## config.mk

```make
export PLATFORM = sky130hd
export DESIGN_NAME = prime_count_in_range_top
export DESIGN_NICKNAME = d
export VERILOG_FILES = /design/src/rtl/pcr_pkg.sv /design/src/rtl/pcr_useq.sv /design/src/rtl/pcr_datapath.sv /design/src/rtl/prime_count_in_range_top.sv
export SDC_FILE = /design/constraint.sdc
export NUM_CORES = 1
export LEC_CHECK = 0
export BUFFER_PORTS_ARGS = -buffer_cell sky130_fd_sc_hd__buf_4
export CAP_MARGIN = 5
export CORE_MARGIN = 2
export CORE_UTILIZATION = 35
export CTS_CLUSTER_SIZE = 28
export DETAILED_ROUTE_END_ITERATION = 8
export MAX_ROUTING_LAYER = met4
export PLACE_DENSITY = 0.49
export SETUP_SLACK_MARGIN = 0.1
export SLEW_MARGIN = 20
export SYNTH_ARGS = -nofsm -noshare
export SYNTH_HDL_FRONTEND = slang
export SYNTH_SLANG_ARGS = --single-unit
```

## constraint.sdc

```tcl
create_clock -name i_clk -period 2.7 [get_ports i_clk]
set_input_delay 0.54 -clock i_clk [delete_from_list [all_inputs] [get_ports i_clk]]
set_output_delay 0.54 -clock i_clk [all_outputs]
set_load 0.05 [all_outputs]
```

## src/rtl/pcr_pkg.sv

```systemverilog
package pcr_pkg;

    // field widths of the request and the result
    localparam int FIELD_BITS     = 16;
    localparam int COUNT_BITS     = 16;
    localparam int VALUE_BITS_DEF = 16;

    // first trial divisor
    localparam int FIRST_DIVISOR = 2;

    // microprogram step address
    localparam int STEP_BITS = 4;
    typedef logic [STEP_BITS-1:0] t_step;

    localparam t_step S_IDLE  = 4'd0;
    localparam t_step S_RANGE = 4'd1;
    localparam t_step S_SMALL = 4'd2;
    localparam t_step S_SQ    = 4'd3;
    localparam t_step S_DIV   = 4'd4;
    localparam t_step S_TEST  = 4'd5;
    localparam t_step S_PRIME = 4'd6;
    localparam t_step S_NEXT  = 4'd7;
    localparam t_step S_DONE  = 4'd8;

    // branch conditions
    typedef enum logic [2:0] {
        C_ALWAYS   = 3'd0,
        C_NO_REQ   = 3'd1,
        C_V_GE_HI  = 3'd2,
        C_V_LT2    = 3'd3,
        C_DSQ_GT_V = 3'd4,
        C_DIV_MORE = 3'd5,
        C_REM_NZ   = 3'd6,
        C_OUT_BUSY = 3'd7
    } t_cond;

    // one control word
    typedef struct packed {
        t_cond cond;
        t_step jmp_t;
        t_step jmp_f;
        logic  ld_req;
        logic  init_d;
        logic  start_div;
        logic  div_step;
        logic  inc_d;
        logic  inc_cnt;
        logic  inc_v;
        logic  ld_out;
    } t_ctrl;

    // flags from the datapath
    typedef struct packed {
        logic v_ge_hi;
        logic v_lt2;
        logic dsq_gt_v;
        logic div_more;
        logic rem_nz;
    } t_dp_status;

    // control store
    function automatic t_ctrl pcr_ucode(input t_step step);
        t_ctrl w;
        begin
            w = '0;
            unique case (step)
                S_IDLE: begin
                    w.cond = C_NO_REQ;   w.jmp_t = S_IDLE;  w.jmp_f = S_RANGE;
                    w.ld_req = 1'b1;
                end
                S_RANGE: begin
                    w.cond = C_V_GE_HI;  w.jmp_t = S_DONE;  w.jmp_f = S_SMALL;
                end
                S_SMALL: begin
                    w.cond = C_V_LT2;    w.jmp_t = S_NEXT;  w.jmp_f = S_SQ;
                    w.init_d = 1'b1;
                end
                S_SQ: begin
                    w.cond = C_DSQ_GT_V; w.jmp_t = S_PRIME; w.jmp_f = S_DIV;
                    w.start_div = 1'b1;
                end
                S_DIV: begin
                    w.cond = C_DIV_MORE; w.jmp_t = S_DIV;   w.jmp_f = S_TEST;
                    w.div_step = 1'b1;
                end
                S_TEST: begin
                    w.cond = C_REM_NZ;   w.jmp_t = S_SQ;    w.jmp_f = S_NEXT;
                    w.inc_d = 1'b1;
                end
                S_PRIME: begin
                    w.cond = C_ALWAYS;   w.jmp_t = S_NEXT;  w.jmp_f = S_NEXT;
                    w.inc_cnt = 1'b1;
                end
                S_NEXT: begin
                    w.cond = C_ALWAYS;   w.jmp_t = S_RANGE; w.jmp_f = S_RANGE;
                    w.inc_v = 1'b1;
                end
                S_DONE: begin
                    w.cond = C_OUT_BUSY; w.jmp_t = S_DONE;  w.jmp_f = S_IDLE;
                    w.ld_out = 1'b1;
                end
                default: begin
                    w.cond = C_ALWAYS;   w.jmp_t = S_IDLE;  w.jmp_f = S_IDLE;
                end
            endcase
            return w;
        end
    endfunction

endpackage

```

## src/rtl/pcr_useq.sv

```systemverilog
module pcr_useq (
    input  logic                i_clk,
    input  logic                i_rst_n,
    input  logic                i_req_valid,
    input  logic                i_out_busy,
    input  pcr_pkg::t_dp_status i_dp_status,
    output pcr_pkg::t_ctrl      o_ctrl,
    output logic                o_idle
);

    pcr_pkg::t_step r_step;
    pcr_pkg::t_step n_step;
    pcr_pkg::t_ctrl w_word;
    logic           w_take;

    // control store fetch
    assign w_word = pcr_pkg::pcr_ucode(r_step);

    // branch condition select
    always_comb begin
        unique case (w_word.cond)
            pcr_pkg::C_ALWAYS:   w_take = 1'b1;
            pcr_pkg::C_NO_REQ:   w_take = !i_req_valid;
            pcr_pkg::C_V_GE_HI:  w_take = i_dp_status.v_ge_hi;
            pcr_pkg::C_V_LT2:    w_take = i_dp_status.v_lt2;
            pcr_pkg::C_DSQ_GT_V: w_take = i_dp_status.dsq_gt_v;
            pcr_pkg::C_DIV_MORE: w_take = i_dp_status.div_more;
            pcr_pkg::C_REM_NZ:   w_take = i_dp_status.rem_nz;
            pcr_pkg::C_OUT_BUSY: w_take = i_out_busy;
            default:             w_take = 1'b1;
        endcase
        n_step = w_take ? w_word.jmp_t : w_word.jmp_f;
    end

    // request load and result load only fire on the handshake
    always_comb begin
        o_ctrl        = w_word;
        o_ctrl.ld_req = w_word.ld_req && i_req_valid;
        o_ctrl.ld_out = w_word.ld_out && !i_out_busy;
    end

    assign o_idle = (r_step == pcr_pkg::S_IDLE);

    // step counter
    always_ff @(posedge i_clk) begin
        if (!i_rst_n) begin
            r_step <= pcr_pkg::S_IDLE;
        end else begin
            r_step <= n_step;
        end
    end

endmodule

```

## src/rtl/pcr_datapath.sv

```systemverilog
module pcr_datapath #(
    parameter int VALUE_BITS = pcr_pkg::VALUE_BITS_DEF
) (
    input  logic                               i_clk,
    input  logic                               i_rst_n,
    input  pcr_pkg::t_ctrl                     i_ctrl,
    input  logic [pcr_pkg::FIELD_BITS-1:0]     i_range_start,
    input  logic [pcr_pkg::FIELD_BITS-1:0]     i_range_end,
    output pcr_pkg::t_dp_status                o_dp_status,
    output logic [pcr_pkg::COUNT_BITS-1:0]     o_count
);

    // values are bounded by both the parameter and the field width
    localparam int VW = (VALUE_BITS < pcr_pkg::FIELD_BITS) ? VALUE_BITS : pcr_pkg::FIELD_BITS;
    localparam int SW = VW + 2;
    localparam int BW = $clog2(VW + 1);
    localparam int CW = pcr_pkg::COUNT_BITS;

    logic [VW-1:0] r_v;
    logic [VW-1:0] r_hi;
    logic [VW-1:0] r_d;
    logic [SW-1:0] r_dsq;
    logic [VW-1:0] r_rem;
    logic [VW-1:0] r_q;
    logic [BW-1:0] r_bits;
    logic [CW-1:0] r_cnt;

    logic [VW:0]   w_trial;
    logic          w_ge;
    logic [VW-1:0] n_rem;

    // one restoring remainder step
    always_comb begin
        w_trial = {r_rem, r_q[VW-1]};
        w_ge    = (w_trial >= {1'b0, r_d});
        n_rem   = w_ge ? VW'(w_trial - {1'b0, r_d}) : w_trial[VW-1:0];
    end

    // candidate, bound and count
    always_ff @(posedge i_clk) begin
        if (i_ctrl.ld_req) begin
            r_v   <= i_range_start[VW-1:0];
            r_hi  <= i_range_end[VW-1:0];
            r_cnt <= '0;
        end else begin
            if (i_ctrl.inc_v) begin
                r_v <= r_v + VW'(1);
            end
            if (i_ctrl.inc_cnt) begin
                r_cnt <= r_cnt + CW'(1);
            end
        end
    end

    // divisor and its square, kept by adding 2d+1
    always_ff @(posedge i_clk) begin
        if (i_ctrl.init_d) begin
            r_d   <= VW'(pcr_pkg::FIRST_DIVISOR);
            r_dsq <= SW'(pcr_pkg::FIRST_DIVISOR * pcr_pkg::FIRST_DIVISOR);
        end else if (i_ctrl.inc_d) begin
            r_d   <= r_d + VW'(1);
            r_dsq <= r_dsq + SW'({r_d, 1'b1});
        end
    end

    // remainder unit, one dividend bit per cycle
    always_ff @(posedge i_clk) begin
        if (i_ctrl.start_div) begin
            r_rem <= '0;
            r_q   <= r_v;
        end else if (i_ctrl.div_step) begin
            r_rem <= n_rem;
            r_q   <= {r_q[VW-2:0], 1'b0};
        end
    end

    always_ff @(posedge i_clk) begin
        if (!i_rst_n) begin
            r_bits <= '0;
        end else if (i_ctrl.start_div) begin
            r_bits <= BW'(VW);
        end else if (i_ctrl.div_step) begin
            r_bits <= r_bits - BW'(1);
        end
    end

    // flags for the sequencer
    assign o_dp_status.v_ge_hi  = (r_v >= r_hi);
    assign o_dp_status.v_lt2    = (r_v < VW'(pcr_pkg::FIRST_DIVISOR));
    assign o_dp_status.dsq_gt_v = (r_dsq > {2'b00, r_v});
    assign o_dp_status.div_more = (r_bits != BW'(1));
    assign o_dp_status.rem_nz   = (r_rem != '0);

    assign o_count = r_cnt;

    // divisions only run with a real divisor
    a_div_divisor: assert property (@(posedge i_clk) disable iff (!i_rst_n)
        i_ctrl.div_step |-> (r_d >= VW'(pcr_pkg::FIRST_DIVISOR)))
        else $error("trial division with divisor below two");

    // finished remainder is below the divisor
    a_rem_range: assert property (@(posedge i_clk) disable iff (!i_rst_n)
        (i_ctrl.div_step && r_bits == BW'(1)) |=> (r_rem < r_d))
        else $error("remainder not below divisor");

    // candidate only advances inside the range
    a_v_in_range: assert property (@(posedge i_clk) disable iff (!i_rst_n)
        i_ctrl.inc_v |-> (r_v < r_hi))
        else $error("candidate advanced past range end");

    // only candidates of two and above are counted
    a_cnt_prime: assert property (@(posedge i_clk) disable iff (!i_rst_n)
        i_ctrl.inc_cnt |-> !o_dp_status.v_lt2)
        else $error("zero or one counted as prime");

endmodule

```

## src/rtl/prime_count_in_range_top.sv

```systemverilog
// each request is loaded and its result stored; per candidate the range check and the small-value test run
// and, per trial divisor tried, the square test and a division in the remainder unit over every value bit
// throughput: one request at a time; the next is taken once the result is in the output register
// the one-bit-per-cycle remainder loop of the microprogram sets the rate
// reset: synchronous, active low; clears the step counter, the remainder bit counter
// and the output valid, nothing else
module prime_count_in_range_top #(
    parameter int VALUE_BITS = pcr_pkg::VALUE_BITS_DEF
) (
    input  logic                            i_clk,
    input  logic                            i_rst_n,
    input  logic                            i_valid,
    output logic                            o_stall,
    input  logic [pcr_pkg::FIELD_BITS-1:0]  i_range_start,
    input  logic [pcr_pkg::FIELD_BITS-1:0]  i_range_end,
    output logic                            o_valid,
    input  logic                            i_stall,
    output logic [pcr_pkg::COUNT_BITS-1:0]  o_prime_count
);

    pcr_pkg::t_ctrl                  w_ctrl;
    pcr_pkg::t_dp_status             w_dp_status;
    logic                            w_idle;
    logic                            w_out_busy;
    logic [pcr_pkg::COUNT_BITS-1:0]  w_count;

    logic                            r_out_valid;
    logic [pcr_pkg::COUNT_BITS-1:0]  r_out_count;

    // request side takes only while the sequencer waits
    assign o_stall    = !w_idle;
    assign w_out_busy = r_out_valid && i_stall;

    pcr_useq u_useq (
        .i_clk       (i_clk),
        .i_rst_n     (i_rst_n),
        .i_req_valid (i_valid),
        .i_out_busy  (w_out_busy),
        .i_dp_status (w_dp_status),
        .o_ctrl      (w_ctrl),
        .o_idle      (w_idle)
    );

    pcr_datapath #(
        .VALUE_BITS (VALUE_BITS)
    ) u_datapath (
        .i_clk         (i_clk),
        .i_rst_n       (i_rst_n),
        .i_ctrl        (w_ctrl),
        .i_range_start (i_range_start),
        .i_range_end   (i_range_end),
        .o_dp_status   (w_dp_status),
        .o_count       (w_count)
    );

    // result register
    always_ff @(posedge i_clk) begin
        if (!i_rst_n) begin
            r_out_valid <= 1'b0;
        end else if (w_ctrl.ld_out) begin
            r_out_valid <= 1'b1;
        end else if (!i_stall) begin
            r_out_valid <= 1'b0;
        end
    end

    always_ff @(posedge i_clk) begin
        if (w_ctrl.ld_out) begin
            r_out_count <= w_count;
        end
    end

    assign o_valid       = r_out_valid;
    assign o_prime_count = r_out_count;

endmodule
```

==> results of run 1 <==
registers in the layout, summed over array words and instances, names as in the netlist:
| name | count |
|---|---|
| o_prime_count | 16 |
| o_valid | 1 |
| u_datapath.o_count | 16 |
| u_datapath.r_bits | 5 |
| u_datapath.r_d | 16 |
| u_datapath.r_dsq | 18 |
| u_datapath.r_hi | 16 |
| u_datapath.r_q | 16 |
| u_datapath.r_rem | 16 |
| u_datapath.r_v | 16 |
| u_useq.r_step | 4 |
worst reg2reg max path, cell delays in order, from the launching register on:
cell and delay (ns):
dfxtp_1 0.43, inv_1 0.09, ha_1 0.29, nor2b_1 0.15
o31a_2 0.30, o21ai_1 0.19, a31o_2 0.25, a21oi_4 0.10
buf_4 0.19, mux2_1 0.30, o22ai_1 0.11
cell usage in the layout (no fill, tap or decap), drive strengths merged, types with 7 or more instances in the layout:
cell type and n:
nand2 100, buf 95, dfxtp 76, o21ai 76, inv 74, ha 69, edfxtp 64, nor2 60
a21oi 51, xnor2 45, nand3 21, nand4 20, nor3 19, or3 17, clkbuf 17, xor2 16
mux2i 15, nor4 14, o21a 12, clkinv 12, a211oi 11, a21o 10, nand2b 9, nor2b 9
and3 7, o211ai 7
power breakdown:
group	leakage (uW)	internal (uW)	switching, uW
clock	0.000301	1260	1140
sequential	0.00122	2930	483
combinational	0.00255	2380	3190
kinds of logic after synthesis:
kind of cell               count (synthesis)  share of synthesized area (%)
AOI/OAI and AO/OA                        211                           16.3
DFF                                      140                           42.3
buffers and inverters                     95                           4.49
adders and majority gates                 71                           11.1
muxes                                     16                           1.98
and+or+nand+nor                          293                           17.3
xor gates and xnor gates                  61                           6.56
worst min-delay path by stage:
| stage | startpoint | endpoint | slack (ns) | cells after the start |
|---|---|---|---|---|
| 2_1_floorplan | u_datapath.o_count[15]$_SDFFE_PP0N_ | o_prime_count[15]$_DFFE_PP_ | 0.43 | 0 |
| 3_3_place_gp | u_datapath.o_count[15]$_SDFFE_PP0N_ | o_prime_count[15]$_DFFE_PP_ | 0.45 | 0 |
| 3_5_place_dp | u_datapath.o_count[15]$_SDFFE_PP0N_ | o_prime_count[15]$_DFFE_PP_ | 0.45 | 0 |
| 4_1_cts | i_range_end[3] | u_datapath.r_hi[3]$_DFFE_PP_ | 0.26 | 1 |
| 5_1_grt | i_range_end[2] | u_datapath.r_hi[2]$_DFFE_PP_ | 0.26 | 1 |
| 6_report | i_range_end[2] | u_datapath.r_hi[2]$_DFFE_PP_ | 0.28 | 1 |
repair_timing:
action | in CTS | in global routing
endpoints found under the setup margin | 0 | 9
gates resized for setup | 0 | 5
setup buffers | 0 | 7
per-layer routing:
metal | part of all wire, % | global-route usage [%] | up-vias | routed length, um
li1 | - | - | 3394 | -
met1 | 50 | 23.3 | 3014 | 9970
met2 | 47 | 28.2 | 65 | 9450
met3 | 1.9 | 2.69 | 21 | 392
met4 | 1.6 | 5.50 | 0 | 324
met5 | 0 | - | - | 0
synthesized netlist by cell type (9+ instances only):
| cell | count |
|---|---|
| dfxtp_1 | 76 |
| a211oi_1 | 11 |
| ha_1 | 69 |
| or3_1 | 17 |
| nor3_1 | 18 |
| o21a_1 | 12 |
| inv_1 | 69 |
| nand4_1 | 20 |
| nor2b_1 | 9 |
| clkbuf_1 | 22 |
| a21o_1 | 10 |
| nand2b_1 | 9 |
| o21ai_1 | 32 |
| xnor2_1 | 45 |
| nand3_1 | 21 |
| nor2_1 | 60 |
| nor4_1 | 14 |
| edfxtp_1 | 64 |
| mux2i_1 | 15 |
| nand2_1 | 100 |
| xor2_1 | 16 |
| o21ai_0 | 43 |
| a21oi_1 | 50 |
stage by stage:
step	cell area, um2	power, uW	std cells	utilization (%)	setup slack (ns)
after global routing	9780	12300	1275	43.1	0.101
after detailed placement	9080	8890	1236	40.0	0.204
final	9780	11400	1275	43.1	0.242
after global placement	9080	8910	1236	40.0	0.188
after CTS	9710	11400	1268	42.7	0.184
after floorplan	8140	7280	887	-	0.480
layout make-up:
type                    count  area share [%]
clock buffers              17            4.35
clock inverters            15            2.08
inverters                  71            2.72
multi-input cells         652            44.5
flip-flops and latches    140            35.2
well taps                 285            3.65
repair buffers             95            7.46
==> impl_metrics.env, run 1 <==
export IMPL_clkSlewWorstSetupHoldPaths_ns=0.07
export IMPL_cts_tree="yes"
export IMPL_yosys_area_top_type="edfxtp_1"
export IMPL_nets=1084
export IMPL_r2r_start="u_datapath.r_d[1]$_SDFFE_PP1P_"
export IMPL_clk_latency_ns=0.44
export IMPL_p_leak_uw=0.00407
export IMPL_slowest_delay_ns=0.43
export IMPL_crit_start="u_datapath.r_d[1]$_SDFFE_PP1P_"
export IMPL_n_antenna_cell=0
export IMPL_rsz0062_at_grt="no"
export IMPL_n_fill_cell=2259
export IMPL_synth_edf_count=64
export IMPL_syn_to_final_growth_pct=20.1
export IMPL_fmax_mhz=407
export IMPL_syn_nets=994
export IMPL_grt_usage_pct=17.7
export IMPL_ctsHoldBuffers=0
export IMPL_tns_ns=0
export IMPL_fp_row_count=55
export IMPL_worst_slew_pin_slew_ns=0.651
export IMPL_pin_count=54
export IMPL_ys_ff_latch=140
export IMPL_crit_required_ns=3.06
export IMPL_critPathMaxFanout=5
export IMPL_status="complete, no violations"
export IMPL_max_cap_viol_count=0
export IMPL_synth_top_area_share_pct=23.6
export IMPL_maxSlewHeadroom_pct=56.6
export IMPL_syn_area_um2=8140
export IMPL_die_area_um2=24500
export IMPL_clock_sinks=140
export IMPL_synth_cell_types=64
export IMPL_overflow=0
export IMPL_gp_congestion=0.822
export IMPL_antenna_found_initial=0
export IMPL_portBuffers=53
export IMPL_cts_path_max_buffers=2
export IMPL_cts_htree_levels=4
export IMPL_slowest_stage="dfxtp_1"
export IMPL_die_y_um=157
export IMPL_yosysWarnings=0
export IMPL_drc=0
export IMPL_fin_skew_ns=0.0120
export IMPL_power_density_nw_per_um2=1160
export IMPL_grt_pass1_vias=6266
export IMPL_path_class="flop to flop"
export IMPL_reg2regPathDepth=10
export IMPL_crit_path_cell_trace="inv_1 -> ha_1 -> nor2b_1 -> o31a_2 -> o21ai_1 -> a31o_2 -> a21oi_4 -> buf_4 -> mux2_1 -> o22ai_1"
export IMPL_coreArea_um2=22700
export IMPL_yosysSeqAreaShare_pct=42.3
export IMPL_worst_setup_path_start_kind="flop"
export IMPL_crit_arrival_ns=2.82
export IMPL_critical_path_top_delay_family="compound AO/OA/AOI/OAI gates"
export IMPL_root_buffer="clkbuf_16"
export IMPL_fp_dieW_um=157
export IMPL_ff_latch_area_um2=3440
export IMPL_post_route_min_period_ns=2.46
export IMPL_hold_worst_slack_ns=0.279
export IMPL_wire_per_inst_um=15.8
export IMPL_fin_crit_sh_pct=91.0
export IMPL_hp_class="input pin to flop"
export IMPL_setup_violations=0
export IMPL_vias_per_cell=5.09
export IMPL_ir_drop_uv=458
export IMPL_ant_nets=0
export IMPL_hold_violations=0
export IMPL_vias=6494
export IMPL_grt_max_degree=34
export IMPL_synthArstFlopShare_pct=0
export IMPL_end_kind="flop"
export IMPL_drt_iter0_markers=362
export IMPL_grt_pass1_wl_um=33000
export IMPL_multi_input_area_um2=4360
export IMPL_dp_hpwl_um=15100
export IMPL_initial_core_util_pct=35.9
export IMPL_synth_ff_type="dfxtp_1"
export IMPL_reg2reg_to="u_datapath.r_rem[0]$_SDFFE_PP0P_"
export IMPL_crit_cells=10
export IMPL_slew_viol_final=0
export IMPL_synthTopCellsByArea="edfxtp_1, dfxtp_1, ha_1, xnor2_1, nand2_1"
export IMPL_numCtsBuffers=17
export IMPL_r2r_slack_ns=0.24
export IMPL_drive_gt1_share_pct=14.3
export IMPL_firstDrtPassIters=5
export IMPL_syn_area_per_cell_um2=9.18
export IMPL_synthCells=887
export IMPL_routed_wl_um=20100
export IMPL_critPathBufInv=2
export IMPL_crit_path_end="u_datapath.r_rem[0]$_SDFFE_PP0P_"
Power figures use the tool's default switching activity.
==> run 2: changes to the inputs <==
==> constraint.sdc (replaced) <==
create_clock -name i_clk -period 2.7 [get_ports i_clk]
set_input_delay 0.135 -clock i_clk [delete_from_list [all_inputs] [get_ports i_clk]]
set_output_delay 0.135 -clock i_clk [all_outputs]
set_load 0.005 [all_outputs]
==> run 2 against run 1 <==
Critical path depth stayed put. Clock power barely moved. Register-to-register slack hardly changed.
==> impl_metrics.env, run 2 (synthesized netlist as in run 1, its figures left out) <==
export IMPL_setup_violations=0
export IMPL_crit_cells=10
export IMPL_power_density_nw_per_um2=1120
export IMPL_clock_sinks=140
export IMPL_vias=6593
export IMPL_drc=0
export IMPL_maxSlewHeadroom_pct=57.5
export IMPL_path_class="flop to flop"
export IMPL_p_sw_uw=4680
export IMPL_top_layer_used="met4"
export IMPL_clk_latency_ns=0.44
export IMPL_initial_core_util_pct=35.9
export IMPL_ir_drop_uv=459
export IMPL_cts_path_max_buffers=2
export IMPL_cts_htree_levels=4
export IMPL_wl_met3_um=472
export IMPL_clkSlewWorstSetupHoldPaths_ns=0.07
export IMPL_grt_usage_pct=17.9
export IMPL_fp_dieW_um=157
export IMPL_mostFrequentLayoutCells="nand2_1, buf_4, dfxtp_1"
export IMPL_r2r_slack_ns=0.24
export IMPL_hold_violations=0
export IMPL_end_kind="flop"
export IMPL_pre_cts_ws_ns=0.204
export IMPL_power_frac_comb_pct=48.5
export IMPL_drive_gt1_share_pct=13.9
export IMPL_antenna_found_initial=0
export IMPL_status="complete, no violations"
export IMPL_routed_wl_um=20300
export IMPL_wire_per_inst_um=15.6
export IMPL_firstDrtPassIters=4
export IMPL_fin_skew_ns=0.0135
export IMPL_post_route_min_period_ns=2.46
export IMPL_dp_hpwl_um=15100
export IMPL_r2r_start="u_datapath.r_d[1]$_SDFFE_PP1P_"
export IMPL_max_cap_viol_count=0
export IMPL_critPathMaxFanout=5
export IMPL_drt_met1_wl_um=9950
export IMPL_crit_required_ns=3.06
export IMPL_pin_count=54
export IMPL_grt_max_degree=34
export IMPL_slew_viol_final=0
export IMPL_crit_start="u_datapath.r_d[1]$_SDFFE_PP1P_"
export IMPL_tns_ns=0
export IMPL_rsz0062_at_grt="no"
export IMPL_gp_congestion=0.822
export IMPL_mostFrequentLayoutCell="nand2_1"
export IMPL_grt_pass1_vias=6365
export IMPL_timing_final_ws_setup_ns=0.238
export IMPL_grt_pass1_wl_um=33400
export IMPL_crit_arrival_ns=2.82
export IMPL_die_y_um=157
export IMPL_hp_class="input pin to flop"
export IMPL_drt_iter0_markers=363
export IMPL_p_leak_uw=0.00420
export IMPL_critical_path_top_delay_family="compound AO/OA/AOI/OAI gates"
export IMPL_fp_row_count=55
export IMPL_n_antenna_cell=0
export IMPL_worst_setup_path_start_kind="flop"
export IMPL_portBuffers=53
export IMPL_root_buffer="clkbuf_16"
export IMPL_ant_nets=0
export IMPL_top_register="u_datapath.r_dsq"
export IMPL_nets=1116
export IMPL_syn_to_final_growth_pct=24.1
export IMPL_wl_met2_um=9600
export IMPL_largest_reg_flops=18
export IMPL_cts_tree="yes"
export IMPL_critPathBufInv=2
export IMPL_seq_power_share_pct=30.3
export IMPL_reg2regPathDepth=10
export IMPL_internal_power_uw=6600
export IMPL_die_area_um2=24500
export IMPL_worst_slew_pin_slew_ns=0.637
export IMPL_fin_crit_sh_pct=91.2
export IMPL_sw_frac_of_total_pct=41.5
export IMPL_reg2reg_to="u_datapath.r_rem[0]$_SDFFE_PP0P_"
export IMPL_p_clk_share_pct=21.3
export IMPL_overflow=0
export IMPL_vias_per_cell=5.04
export IMPL_slowest_stage="dfxtp_1"
export IMPL_numCtsBuffers=17
export IMPL_crit_path_cell_trace="inv_1 -> ha_1 -> nor2b_1 -> o31a_2 -> o21ai_1 -> a31o_2 -> a21oi_4 -> buf_4 -> mux2_1 -> o22ai_1"
export IMPL_fmax_mhz=406
export IMPL_crit_path_end="u_datapath.r_rem[0]$_SDFFE_PP0P_"
export IMPL_slowest_delay_ns=0.43
export IMPL_coreArea_um2=22700
## run 2: cell count changes in the layout (fill, tap and decap cells not counted)
cell	before	now
dlygate4sd3_1	0	32
## run 2: worst register-to-register path, cell delays in order, from the launching register on
cell and delay, ns:
dfxtp_1 0.43, inv_1 0.09, ha_1 0.29, nor2b_1 0.15, o31a_2 0.30, o21ai_1 0.19, a31o_2 0.25, a21oi_4 0.10
buf_4 0.19, mux2_1 0.30, o22ai_1 0.12
## run 2: layout make-up
cell class	instances	area [um2]
Fill cell	2242	12600
Multi-Input combinational cell	652	4360
Sequential cell	140	3440
Timing Repair Buffer	127	1050
Clock buffer	17	425
Tap cell	285	357
Inverter	71	267
Clock inverter	15	204
## run 2: routing by layer
layer,up-vias,global-route usage (%)
met5,-,-
met4,0,5.50
met3,21,2.60
met2,70,28.7
met1,3046,23.5
li1,3456,-
## run 2: power by group through the flow
stage               sequential [uW]  combinational [uW]  clock [uW]
global route                   3480                6180        2540
global placement               3480                5280           0
CTS                            3440                5350        2460
floorplan                      3320                3820           0
detailed placement             3480                5270           0
finish                         3410                5460        2400
## run 2: how the worst min path moves through the flow
| stage | from | end | slack, ns | cells after the start |
|---|---|---|---|---|
| after floorplan | i_range_end[0] | u_datapath.r_hi[0]$_DFFE_PP_ | 0.23 | 0 |
| after global placement | i_range_end[13] | u_datapath.r_hi[13]$_DFFE_PP_ | 0.31 | 1 |
| after detailed placement | i_range_end[15] | u_datapath.r_hi[15]$_DFFE_PP_ | 0.31 | 1 |
| after CTS | i_range_start[15] | u_datapath.r_v[15]$_DFFE_PP_ | 0.008 | 3 |
| after global routing | i_range_start[0] | u_datapath.r_v[0]$_DFFE_PP_ | 0.07 | 3 |
| final | i_range_start[15] | u_datapath.r_v[15]$_DFFE_PP_ | 0.03 | 3 |
## run 2: per-stage QoR
step	hold slack (ns)	area [um2]	std cells	utilization [%]	total power, uW
detailed placement	0.314	9080	1236	40.0	8750
global placement	0.314	9080	1236	40.0	8770
CTS	0.00818	10000	1300	44.2	11300
finish	0.0267	10100	1307	44.5	11300
floorplan	0.234	8140	887	-	7140
global route	0.0681	10100	1307	44.5	12200
## run 2: what timing repair did
| action | CTS | global route |
|---|---|---|
| hold buffers | 32 | 0 |
| setup buffers | 0 | 7 |
| gates resized for setup | 0 | 5 |
| endpoints found under the setup margin | 0 | 9 |
| endpoints found under the hold margin | 32 | 0 |
